--- config.mk ---
export PLATFORM = sky130hd
export DESIGN_NAME = button_debounce_long_press_flat
export DESIGN_NICKNAME = d
export VERILOG_FILES = /design/src/hdl/bdlp_pkg.sv /design/src/hdl/bdlp_channels.sv /design/src/hdl/button_debounce_long_press.sv /design/src/hdl/bdlp_core.sv /design/src/hdl/bdlp_rsp_buf.sv /design/src/flat_wrapper.sv
export SDC_FILE = /design/constraint.sdc
export NUM_CORES = 1
export LEC_CHECK = 0
export BUFFER_PORTS_ARGS = -buffer_cell sky130_fd_sc_hd__buf_4
export CAP_MARGIN = 20
export CORE_ASPECT_RATIO = 1.5
export CORE_UTILIZATION = 30
export CTS_BUF_LIST = sky130_fd_sc_hd__clkbuf_8
export CTS_CLUSTER_DIAMETER = 120
export CTS_CLUSTER_SIZE = 40
export DETAILED_ROUTE_END_ITERATION = 16
export GPL_TIMING_DRIVEN = 0
export PLACE_DENSITY = 0.43
export SYNTH_ARGS = -nofsm -noshare
export SYNTH_HDL_FRONTEND = slang
export SYNTH_SLANG_ARGS = --single-unit
--- constraint.sdc ---
create_clock -name clk -period 2.85 [get_ports clk]
set_clock_uncertainty 0.2 [all_clocks]
set_input_delay 0.57 -clock clk [delete_from_list [all_inputs] [get_ports clk]]
set_output_delay 0.57 -clock clk [all_outputs]
set_load 0.01 [all_outputs]
--- src/hdl/bdlp_pkg.sv ---
package bdlp_pkg;

  localparam int NUM_BUTTONS = 3;
  localparam int COUNT_W     = 8;
  localparam int CFG_IDX_W   = 1;
  localparam int CFG_DATA_W  = 8;

  localparam logic [COUNT_W-1:0] LONG_TICKS_RESET = 8'd15;
  localparam logic [COUNT_W-1:0] COUNT_MAX        = 8'd255;

  localparam logic [1:0] EV_NONE = 2'd0;
  localparam logic [1:0] EV_EDGE = 2'd1;
  localparam logic [1:0] EV_TICK = 2'd2;

  localparam logic [1:0] OP_NONE       = 2'd0;
  localparam logic [1:0] OP_TAKE_SHORT = 2'd1;
  localparam logic [1:0] OP_TAKE_LONG  = 2'd2;
  localparam logic [1:0] OP_CLEAR      = 2'd3;

  localparam logic [1:0] NO_BUTTON = 2'd3;

  localparam logic [CFG_IDX_W-1:0] REG_LONG_PRESS_TICKS = 1'd0;
  localparam logic [CFG_IDX_W-1:0] REG_BEEP_EN          = 1'd1;

  typedef struct packed {
    logic [1:0]             event_kind;
    logic [1:0]             edge_button;
    logic [NUM_BUTTONS-1:0] levels;
    logic [1:0]             opcode;
    logic [1:0]             take_button;
  } cmd_t;

  typedef struct packed {
    logic                   took;
    logic                   beep;
    logic [NUM_BUTTONS-1:0] short_pending;
    logic [NUM_BUTTONS-1:0] long_pending;
    logic                   busy_res;
  } rsp_t;

endpackage

--- src/hdl/bdlp_channels.sv ---
interface bdlp_cmd_if;
  logic             valid;
  logic             ready;
  bdlp_pkg::cmd_t   data;

  modport source (output valid, output data, input ready);
  modport sink (input valid, input data, output ready);
endinterface

interface bdlp_rsp_if;
  logic             valid;
  logic             ready;
  bdlp_pkg::rsp_t   data;

  modport source (output valid, output data, input ready);
  modport sink (input valid, input data, output ready);
endinterface

--- src/hdl/button_debounce_long_press.sv ---
// Channel  Dir  Payload                                                   Handshake
// cmd      in   event_kind, edge_button, levels, opcode, take_button      valid/ready
// rsp      out  took, beep, short_pending, long_pending, busy_res        valid/ready
// cfg      in   cfg_index (0 long_press_ticks, 1 beep enable), data      cfg_we only
//
// Each transaction on cmd updates the press state in the cycle it is accepted, and its
// result is offered on rsp in the following cycle, so with rsp ready one transaction per cycle
// is sustained. A two-entry result buffer sets cmd.ready: it is low only when both entries are waiting.
// Reset is synchronous and restores the idle state, clears all flags and reloads the registers.

module button_debounce_long_press (
  input  logic                            clk,
  input  logic                            rst,
  input  logic                            cfg_we,
  input  logic [bdlp_pkg::CFG_IDX_W-1:0]  cfg_index,
  input  logic [bdlp_pkg::CFG_DATA_W-1:0] cfg_data,
  bdlp_cmd_if.sink                        cmd,
  bdlp_rsp_if.source                      rsp
);

  logic           accept;
  logic           not_full;
  bdlp_pkg::rsp_t result;

  assign cmd.ready = not_full;
  assign accept    = cmd.valid && not_full;

  bdlp_core u_core (
    .clk       (clk),
    .rst       (rst),
    .cfg_we    (cfg_we),
    .cfg_index (cfg_index),
    .cfg_data  (cfg_data),
    .accept    (accept),
    .cmd       (cmd.data),
    .rsp       (result)
  );

  bdlp_rsp_buf u_rsp_buf (
    .clk       (clk),
    .rst       (rst),
    .push      (accept),
    .push_data (result),
    .not_full  (not_full),
    .rsp       (rsp)
  );

endmodule

--- src/hdl/bdlp_core.sv ---
module bdlp_core (
  input  logic                                 clk,
  input  logic                                 rst,
  input  logic                                 cfg_we,
  input  logic [bdlp_pkg::CFG_IDX_W-1:0]       cfg_index,
  input  logic [bdlp_pkg::CFG_DATA_W-1:0]      cfg_data,
  input  logic                                 accept,
  input  bdlp_pkg::cmd_t                       cmd,
  output bdlp_pkg::rsp_t                       rsp
);

  logic [bdlp_pkg::COUNT_W-1:0]     long_press_ticks;
  logic                             beep_en;

  logic                             ready;
  logic                             confirmed;
  logic [1:0]                       active_button;
  logic [bdlp_pkg::COUNT_W-1:0]     hold_count;
  logic [bdlp_pkg::NUM_BUTTONS-1:0] short_flags;
  logic [bdlp_pkg::NUM_BUTTONS-1:0] long_flags;

  logic                             ready_next;
  logic                             confirmed_next;
  logic [1:0]                       active_button_next;
  logic [bdlp_pkg::COUNT_W-1:0]     hold_count_next;
  logic [bdlp_pkg::NUM_BUTTONS-1:0] short_flags_next;
  logic [bdlp_pkg::NUM_BUTTONS-1:0] long_flags_next;

  logic [bdlp_pkg::NUM_BUTTONS-1:0] active_bit;
  logic [bdlp_pkg::NUM_BUTTONS-1:0] take_bit;
  logic [bdlp_pkg::COUNT_W-1:0]     count_base;
  logic                             held;
  logic                             beep;
  logic                             took;

  always_ff @(posedge clk) begin
    if (rst) begin
      long_press_ticks <= bdlp_pkg::LONG_TICKS_RESET;
      beep_en          <= 1'b1;
    end else if (cfg_we) begin
      unique case (cfg_index)
        bdlp_pkg::REG_LONG_PRESS_TICKS: long_press_ticks <= cfg_data;
        bdlp_pkg::REG_BEEP_EN:          beep_en          <= cfg_data[0];
        default: ;
      endcase
    end
  end

  assign active_bit = bdlp_pkg::NUM_BUTTONS'(1) << active_button;
  assign take_bit   = bdlp_pkg::NUM_BUTTONS'(1) << cmd.take_button;
  assign held       = |(cmd.levels & active_bit);
  assign count_base = confirmed ? hold_count : '0;

  always_comb begin
    ready_next         = ready;
    confirmed_next     = confirmed;
    active_button_next = active_button;
    hold_count_next    = hold_count;
    short_flags_next   = short_flags;
    long_flags_next    = long_flags;
    beep               = 1'b0;
    took               = 1'b0;

    unique case (cmd.event_kind)
      bdlp_pkg::EV_EDGE: begin
        if (ready && cmd.edge_button != bdlp_pkg::NO_BUTTON) begin
          active_button_next = cmd.edge_button;
          ready_next         = 1'b0;
          confirmed_next     = 1'b0;
        end
      end
      bdlp_pkg::EV_TICK: begin
        if (!ready) begin
          if (!confirmed && !held) begin
            ready_next      = 1'b1;
            hold_count_next = '0;
          end else if (!held) begin
            short_flags_next = short_flags | active_bit;
            ready_next       = 1'b1;
            confirmed_next   = 1'b0;
            hold_count_next  = '0;
            beep             = beep_en;
          end else if (count_base > long_press_ticks) begin
            long_flags_next = long_flags | active_bit;
            ready_next      = 1'b1;
            confirmed_next  = 1'b0;
            hold_count_next = '0;
            beep            = beep_en;
          end else begin
            confirmed_next  = 1'b1;
            hold_count_next = (count_base == bdlp_pkg::COUNT_MAX) ?
                              count_base : count_base + 1'b1;
          end
        end
      end
      default: ;
    endcase

    unique case (cmd.opcode)
      bdlp_pkg::OP_CLEAR: begin
        short_flags_next = '0;
        long_flags_next  = '0;
      end
      bdlp_pkg::OP_TAKE_SHORT: begin
        if (cmd.take_button != bdlp_pkg::NO_BUTTON &&
            (short_flags_next & take_bit) != '0) begin
          short_flags_next = short_flags_next & ~take_bit;
          took             = 1'b1;
        end
      end
      bdlp_pkg::OP_TAKE_LONG: begin
        if (cmd.take_button != bdlp_pkg::NO_BUTTON &&
            (long_flags_next & take_bit) != '0) begin
          long_flags_next = long_flags_next & ~take_bit;
          took            = 1'b1;
        end
      end
      default: ;
    endcase
  end

  always_ff @(posedge clk) begin
    if (rst) begin
      ready         <= 1'b1;
      confirmed     <= 1'b0;
      active_button <= '0;
      hold_count    <= '0;
      short_flags   <= '0;
      long_flags    <= '0;
    end else if (accept) begin
      ready         <= ready_next;
      confirmed     <= confirmed_next;
      active_button <= active_button_next;
      hold_count    <= hold_count_next;
      short_flags   <= short_flags_next;
      long_flags    <= long_flags_next;
    end
  end

  always_comb begin
    rsp.took          = took;
    rsp.beep          = beep;
    rsp.short_pending = short_flags_next;
    rsp.long_pending  = long_flags_next;
    rsp.busy_res      = !ready_next;
  end

endmodule

--- src/hdl/bdlp_rsp_buf.sv ---
module bdlp_rsp_buf (
  input  logic           clk,
  input  logic           rst,
  input  logic           push,
  input  bdlp_pkg::rsp_t push_data,
  output logic           not_full,
  bdlp_rsp_if.source     rsp
);

  bdlp_pkg::rsp_t slot [2];
  logic           rd_ptr;
  logic           wr_ptr;
  logic [1:0]     count;
  logic           pop;

  assign pop       = rsp.valid && rsp.ready;
  assign rsp.valid = count != 2'd0;
  assign rsp.data  = slot[rd_ptr];
  assign not_full  = count != 2'd2;

  always_ff @(posedge clk) begin
    if (push) begin
      slot[wr_ptr] <= push_data;
    end
  end

  always_ff @(posedge clk) begin
    if (rst) begin
      rd_ptr <= 1'b0;
      wr_ptr <= 1'b0;
      count  <= 2'd0;
    end else begin
      if (push) begin
        wr_ptr <= !wr_ptr;
      end
      if (pop) begin
        rd_ptr <= !rd_ptr;
      end
      unique case ({push, pop})
        2'b10:   count <= count + 2'd1;
        2'b01:   count <= count - 2'd1;
        default: count <= count;
      endcase
    end
  end

endmodule

--- src/flat_wrapper.sv ---
// flat-port wrapper written by rule: the top's interface ports become plain ports
module button_debounce_long_press_flat 
  (clk, rst, cfg_we, cfg_index, cfg_data, cmd_valid, cmd_data, cmd_ready, rsp_valid, rsp_data, rsp_ready);
  bdlp_cmd_if cmd_i ();
  bdlp_rsp_if rsp_i ();
  input  logic clk;
  input  logic rst;
  input  logic cfg_we;
  input  logic [bdlp_pkg::CFG_IDX_W-1:0] cfg_index;
  input  logic [bdlp_pkg::CFG_DATA_W-1:0] cfg_data;
  input wire logic [$bits(cmd_i.valid)-1:0] cmd_valid;
  input wire logic [$bits(cmd_i.data)-1:0] cmd_data;
  output wire logic [$bits(cmd_i.ready)-1:0] cmd_ready;
  output wire logic [$bits(rsp_i.valid)-1:0] rsp_valid;
  output wire logic [$bits(rsp_i.data)-1:0] rsp_data;
  input wire logic [$bits(rsp_i.ready)-1:0] rsp_ready;
  assign cmd_i.valid = cmd_valid;
  assign cmd_i.data = cmd_data;
  assign cmd_ready = cmd_i.ready;
  assign rsp_valid = rsp_i.valid;
  assign rsp_data = rsp_i.data;
  assign rsp_i.ready = rsp_ready;
  button_debounce_long_press u_core (.clk(clk), .rst(rst), .cfg_we(cfg_we), .cfg_index(cfg_index), .cfg_data(cfg_data), .cmd(cmd_i), .rsp(rsp_i));
endmodule
==> flow_results.xml <==
<?xml version="1.0" encoding="UTF-8"?>
<metrics>
  <group name="outcome">
    <metric name="status" unit="">finished, final reports clean</metric>
  </group>
  <group name="global_routing">
    <metric name="gr_layer_usage_met3" unit="%">2.64</metric>
    <metric name="grt_pass1_wl" unit="mm">10.6</metric>
    <metric name="grtUsageMet1" unit="%">15.7</metric>
    <metric name="grt_start_max_net_pins" unit="">16</metric>
    <metric name="antenna_found_initial" unit="">0</metric>
    <metric name="grt_overflow" unit="">0</metric>
    <metric name="grt-busiest-layer" unit="">met2</metric>
    <metric name="met2_usage" unit="%">27.6</metric>
    <metric name="number_of_global_route_vias_before_repair" unit="">2217</metric>
    <metric name="grt_use_total" unit="%">14.7</metric>
  </group>
  <group name="worst_setup_path">
    <metric name="critical_path.max_fanout" unit="">10</metric>
    <metric name="timing.critical_path.cells" unit="">buf_2, nand2_1, inv_1, ha_1, nand4_1, nor2_1, a211o_1, and3_1, buf_6, or3_1, a21oi_2</metric>
    <metric name="r2r_end" unit="">u_core.u_core.ready$_SDFFE_PP1P_</metric>
    <metric name="critical-path-slowest-cell" unit="">sky130_fd_sc_hd__dfxtp_1</metric>
    <metric name="timing.critical_path.to" unit="">u_core.u_core.ready$_SDFFE_PP1P_</metric>
    <metric name="cp_data_arrival_time" unit="ps">2700</metric>
    <metric name="endpoint_kind" unit="">register</metric>
    <metric name="critPathLaunchType" unit="">register</metric>
    <metric name="required" unit="ps">2900</metric>
    <metric name="largest_stage_delay_on_the_critical_path" unit="ps">420</metric>
    <metric name="crit_type" unit="">register to register</metric>
    <metric name="register_to_register_path_setup_slack" unit="ps">190</metric>
    <metric name="reg_to_reg_startpoint" unit="">u_core.u_core.confirmed$_SDFFE_PP0P_</metric>
    <metric name="critPathLaunch" unit="">u_core.u_core.confirmed$_SDFFE_PP0P_</metric>
    <metric name="r2r_cells" unit="">11</metric>
  </group>
  <group name="timing">
    <metric name="hold_slack" unit="ps">253</metric>
    <metric name="timing_max_transition_violations_final" unit="">0</metric>
    <metric name="layout_min_cycle_time" unit="ps">2660</metric>
    <metric name="relSlewSlack" unit="%">43.6</metric>
    <metric name="timing.final.setup_violations" unit="">0</metric>
    <metric name="min_period_over_period" unit="%">93.2</metric>
    <metric name="number_of_hold_slack_violations_in_the_final_timing_report" unit="">0</metric>
    <metric name="unrepaired_setup_endpoints_after_global_routing" unit="">false</metric>
    <metric name="fmax" unit="MHz">377</metric>
    <metric name="worstMarginPinSlew" unit="ps">842</metric>
    <metric name="tns" unit="ps">0</metric>
  </group>
  <group name="logic_synthesis">
    <metric name="avgSynthCellArea" unit="um2">9.07</metric>
    <metric name="postSynth.topFlopCell" unit="">sky130_fd_sc_hd__dfxtp_1</metric>
    <metric name="synth.net_count" unit="">334</metric>
    <metric name="synth_edf_count" unit="">18</metric>
    <metric name="synth_cell_types" unit="">44</metric>
    <metric name="synth.yosys.warnings" unit="">0</metric>
    <metric name="yosys.area.top_type_share" unit="%">24.0</metric>
    <metric name="netlist_area" unit="mm2">0.00267</metric>
    <metric name="asyncSetResetFlopFracSynth" unit="%">0</metric>
    <metric name="synth_seq_cells" unit="">50</metric>
    <metric name="postSynthCellCount" unit="">294</metric>
    <metric name="synth_area_leader_cell" unit="">sky130_fd_sc_hd__dfxtp_1</metric>
    <metric name="seq_area_frac_synth" unit="%">44.3</metric>
    <metric name="synth.top_cells.by_area" unit="">sky130_fd_sc_hd__dfxtp_1, sky130_fd_sc_hd__edfxtp_1, sky130_fd_sc_hd__ha_1, sky130_fd_sc_hd__nor2_1, sky130_fd_sc_hd__a21oi_1</metric>
  </group>
  <group name="drt">
    <metric name="via_count" unit="">2188</metric>
    <metric name="vias_per_cell" unit="">4.93</metric>
    <metric name="drt-total-wl" unit="mm">6.34</metric>
    <metric name="firstDrtPassIters" unit="">4</metric>
    <metric name="drt_first_iter_violations" unit="">99</metric>
    <metric name="antenna_left" unit="">0</metric>
    <metric name="route.detailed.wl_per_inst" unit="um">14.3</metric>
    <metric name="remaining_drc_errors" unit="">0</metric>
  </group>
  <group name="power_and_ir_drop">
    <metric name="combinational_fraction_of_design_power" unit="%">28.1</metric>
    <metric name="leakage" unit="nW">1.29</metric>
    <metric name="max-vdd-ir-drop" unit="uV">208</metric>
    <metric name="power.switching" unit="mW">0.529</metric>
    <metric name="clkPwrFrac" unit="%">23.3</metric>
    <metric name="internal-power" unit="mW">1.25</metric>
    <metric name="switching_share" unit="%">29.8</metric>
    <metric name="power.share.sequential" unit="%">48.6</metric>
    <metric name="power-per-cell-area" unit="mW/mm2">563</metric>
  </group>
  <group name="clock_tree">
    <metric name="clock_tree_from_tritoncts" unit="">built</metric>
    <metric name="h-tree-depth" unit="">2</metric>
    <metric name="postCtsHoldBufs" unit="">0</metric>
    <metric name="cts_num_sinks" unit="">50</metric>
    <metric name="root_buffer" unit="">sky130_fd_sc_hd__clkbuf_8</metric>
    <metric name="clkLatencyLatePin" unit="ps">310</metric>
    <metric name="ctsResizeCount" unit="">0</metric>
    <metric name="post-cts-setup-buffers" unit="">0</metric>
    <metric name="tritoncts.num_buffers" unit="">5</metric>
    <metric name="cts_buffer_depth" unit="">2</metric>
    <metric name="clk_pin_slew" unit="ps">100</metric>
  </group>
  <group name="layout">
    <metric name="mostFrequentLayoutCells" unit="">sky130_fd_sc_hd__nor2_1, sky130_fd_sc_hd__buf_4, sky130_fd_sc_hd__dfxtp_1</metric>
    <metric name="finalNonFillerCells" unit="">444</metric>
    <metric name="share_of_post_route_cells_with_drive_strength_above_1" unit="%">18.4</metric>
    <metric name="num-nets-final" unit="">376</metric>
    <metric name="area_growth" unit="%">18.3</metric>
    <metric name="n_antenna_cell" unit="">0</metric>
    <metric name="mostFrequentLayoutCell" unit="">sky130_fd_sc_hd__nor2_1</metric>
  </group>
  <group name="floorplanning">
    <metric name="initial_standard_cell_utilization_of_the_core" unit="%">31.3</metric>
    <metric name="floorplan.rows" unit="">41</metric>
    <metric name="die_w" unit="um">79.0</metric>
    <metric name="core_region_area" unit="mm2">0.00852</metric>
    <metric name="die_height" unit="um">117</metric>
    <metric name="fp.dieArea" unit="mm2">0.00928</metric>
    <metric name="top_level_ports" unit="">36</metric>
  </group>
  <group name="placement">
    <metric name="hpwl" unit="mm">4.97</metric>
    <metric name="io_buffer_count" unit="">35</metric>
    <metric name="post-place-cells" unit="">436</metric>
    <metric name="place_congestion" unit="">0.763</metric>
  </group>
  <group name="flow_run">
    <metric name="cap_viol_max_count" unit="">0</metric>
  </group>
  <group name="worst_hold_path">
    <metric name="hold_path.class" unit="">input pin to register</metric>
  </group>
</metrics>
-- cell families after synthesis --
| family | Yosys count | synth area share [%] |
|---|---|---|
| AOI/OAI and AO/OA | 69 | 16.2 |
| adders and majority gates | 15 | 7.04 |
| buffers and inverters | 32 | 5.16 |
| DFF | 50 | 44.3 |
| muxes | 15 | 6.05 |
| xor gates and xnor gates | 5 | 1.64 |
| and+or+nand+nor | 108 | 19.6 |
-- how the worst min path moves through the flow --
| stage | from | end | slack (ps) | cells past startpoint |
|---|---|---|---|---|
| after global routing | cfg_data[3] | u_core.u_core.long_press_ticks[3]$_SDFFE_PP1P_ | 240 | 2 |
| after CTS | cfg_data[1] | u_core.u_core.long_press_ticks[1]$_SDFFE_PP1P_ | 240 | 2 |
| after floorplan | u_core.u_core.short_flags[1]$_SDFFE_PP0P_ | u_core.u_core.short_flags[1]$_SDFFE_PP0P_ | 240 | 2 |
| after global placement | u_core.u_core.short_flags[0]$_SDFFE_PP0P_ | u_core.u_core.short_flags[0]$_SDFFE_PP0P_ | 250 | 2 |
| after detailed placement | u_core.u_core.short_flags[0]$_SDFFE_PP0P_ | u_core.u_core.short_flags[0]$_SDFFE_PP0P_ | 250 | 2 |
| final | cfg_data[3] | u_core.u_core.long_press_ticks[3]$_SDFFE_PP1P_ | 250 | 2 |
-- worst max-delay path, delay by kind of cell (launching register included) --
kind	cells	cell delay (ps)
and+or+nand+nor	5	810
buffers and inverters	3	470
AOI/OAI and AO/OA	2	430
DFF	1	420
adders and majority gates	1	250
-- power by group through the flow --
| stage | Combinational [mW] | Sequential [mW] | Clock [mW] |
|---|---|---|---|
| floorplan | 0.315 | 0.870 | 0 |
| detailed placement | 0.509 | 0.880 | 0 |
| global placement | 0.506 | 0.878 | 0 |
| finish | 0.498 | 0.863 | 0.414 |
| CTS | 0.512 | 0.864 | 0.441 |
| global route | 0.557 | 0.872 | 0.459 |
-- synthesized netlist by cell type, types with 4 or more instances --
cell type,number
sky130_fd_sc_hd__nor2_1,40
sky130_fd_sc_hd__dfxtp_1,32
sky130_fd_sc_hd__nand2_1,24
sky130_fd_sc_hd__a21oi_1,23
sky130_fd_sc_hd__inv_1,20
sky130_fd_sc_hd__edfxtp_1,18
sky130_fd_sc_hd__ha_1,15
sky130_fd_sc_hd__o21ai_0,14
sky130_fd_sc_hd__mux2_2,9
sky130_fd_sc_hd__a31oi_1,7
sky130_fd_sc_hd__clkbuf_1,7
sky130_fd_sc_hd__a211oi_1,6
sky130_fd_sc_hd__mux2i_1,6
sky130_fd_sc_hd__nand2b_1,6
sky130_fd_sc_hd__nor2b_1,6
sky130_fd_sc_hd__a211o_1,5
sky130_fd_sc_hd__and2_1,5
sky130_fd_sc_hd__nand4_1,5
sky130_fd_sc_hd__nand3_1,4
sky130_fd_sc_hd__nor3_1,4
sky130_fd_sc_hd__o211ai_1,4
sky130_fd_sc_hd__xnor2_1,4
-- cell type report --
class                           count  area, um2
Buffer                             11       60.1
Clock buffer                        5       68.8
Clock inverter                      3       17.5
Fill cell                         919       5360
Inverter                           21       78.8
Multi-Input combinational cell    212       1350
Sequential cell                    50       1180
Tap cell                          107        134
Timing Repair Buffer               35        263
-- sequential cells by signal (all words and copies together) (netlist names), named ones only --
register	cells
u_core.u_core.long_press_ticks	8
u_core.u_core.ready	1
u_core.u_core.confirmed	1
u_core.u_rsp_buf.rd_ptr	1
u_core.u_core.active_button	2
u_core.u_core.hold_count	8
u_core.u_rsp_buf.count	2
u_core.u_core.short_flags	3
u_core.u_core.beep_en	1
u_core.u_core.long_flags	3
u_core.u_rsp_buf.wr_ptr	1
u_core.u_rsp_buf.slot	18
-- metal layers --
layer	part of all wire, %	routed length [um]
met1	39	2490
met4	1.9	118
met3	4.0	251
met2	55	3480
met5	0	0
-- stage by stage --
step	cell area, um2	setup slack (ps)	util [%]	total power, mW
floorplan	2670	425	-	1.19
global placement	3060	44.4	36.0	1.38
detailed placement	3060	42.9	36.0	1.39
CTS	3150	19.8	37.0	1.82
global route	3160	14.2	37.1	1.89
finish	3160	194	37.1	1.78
(Power assumes the default switching activity.)
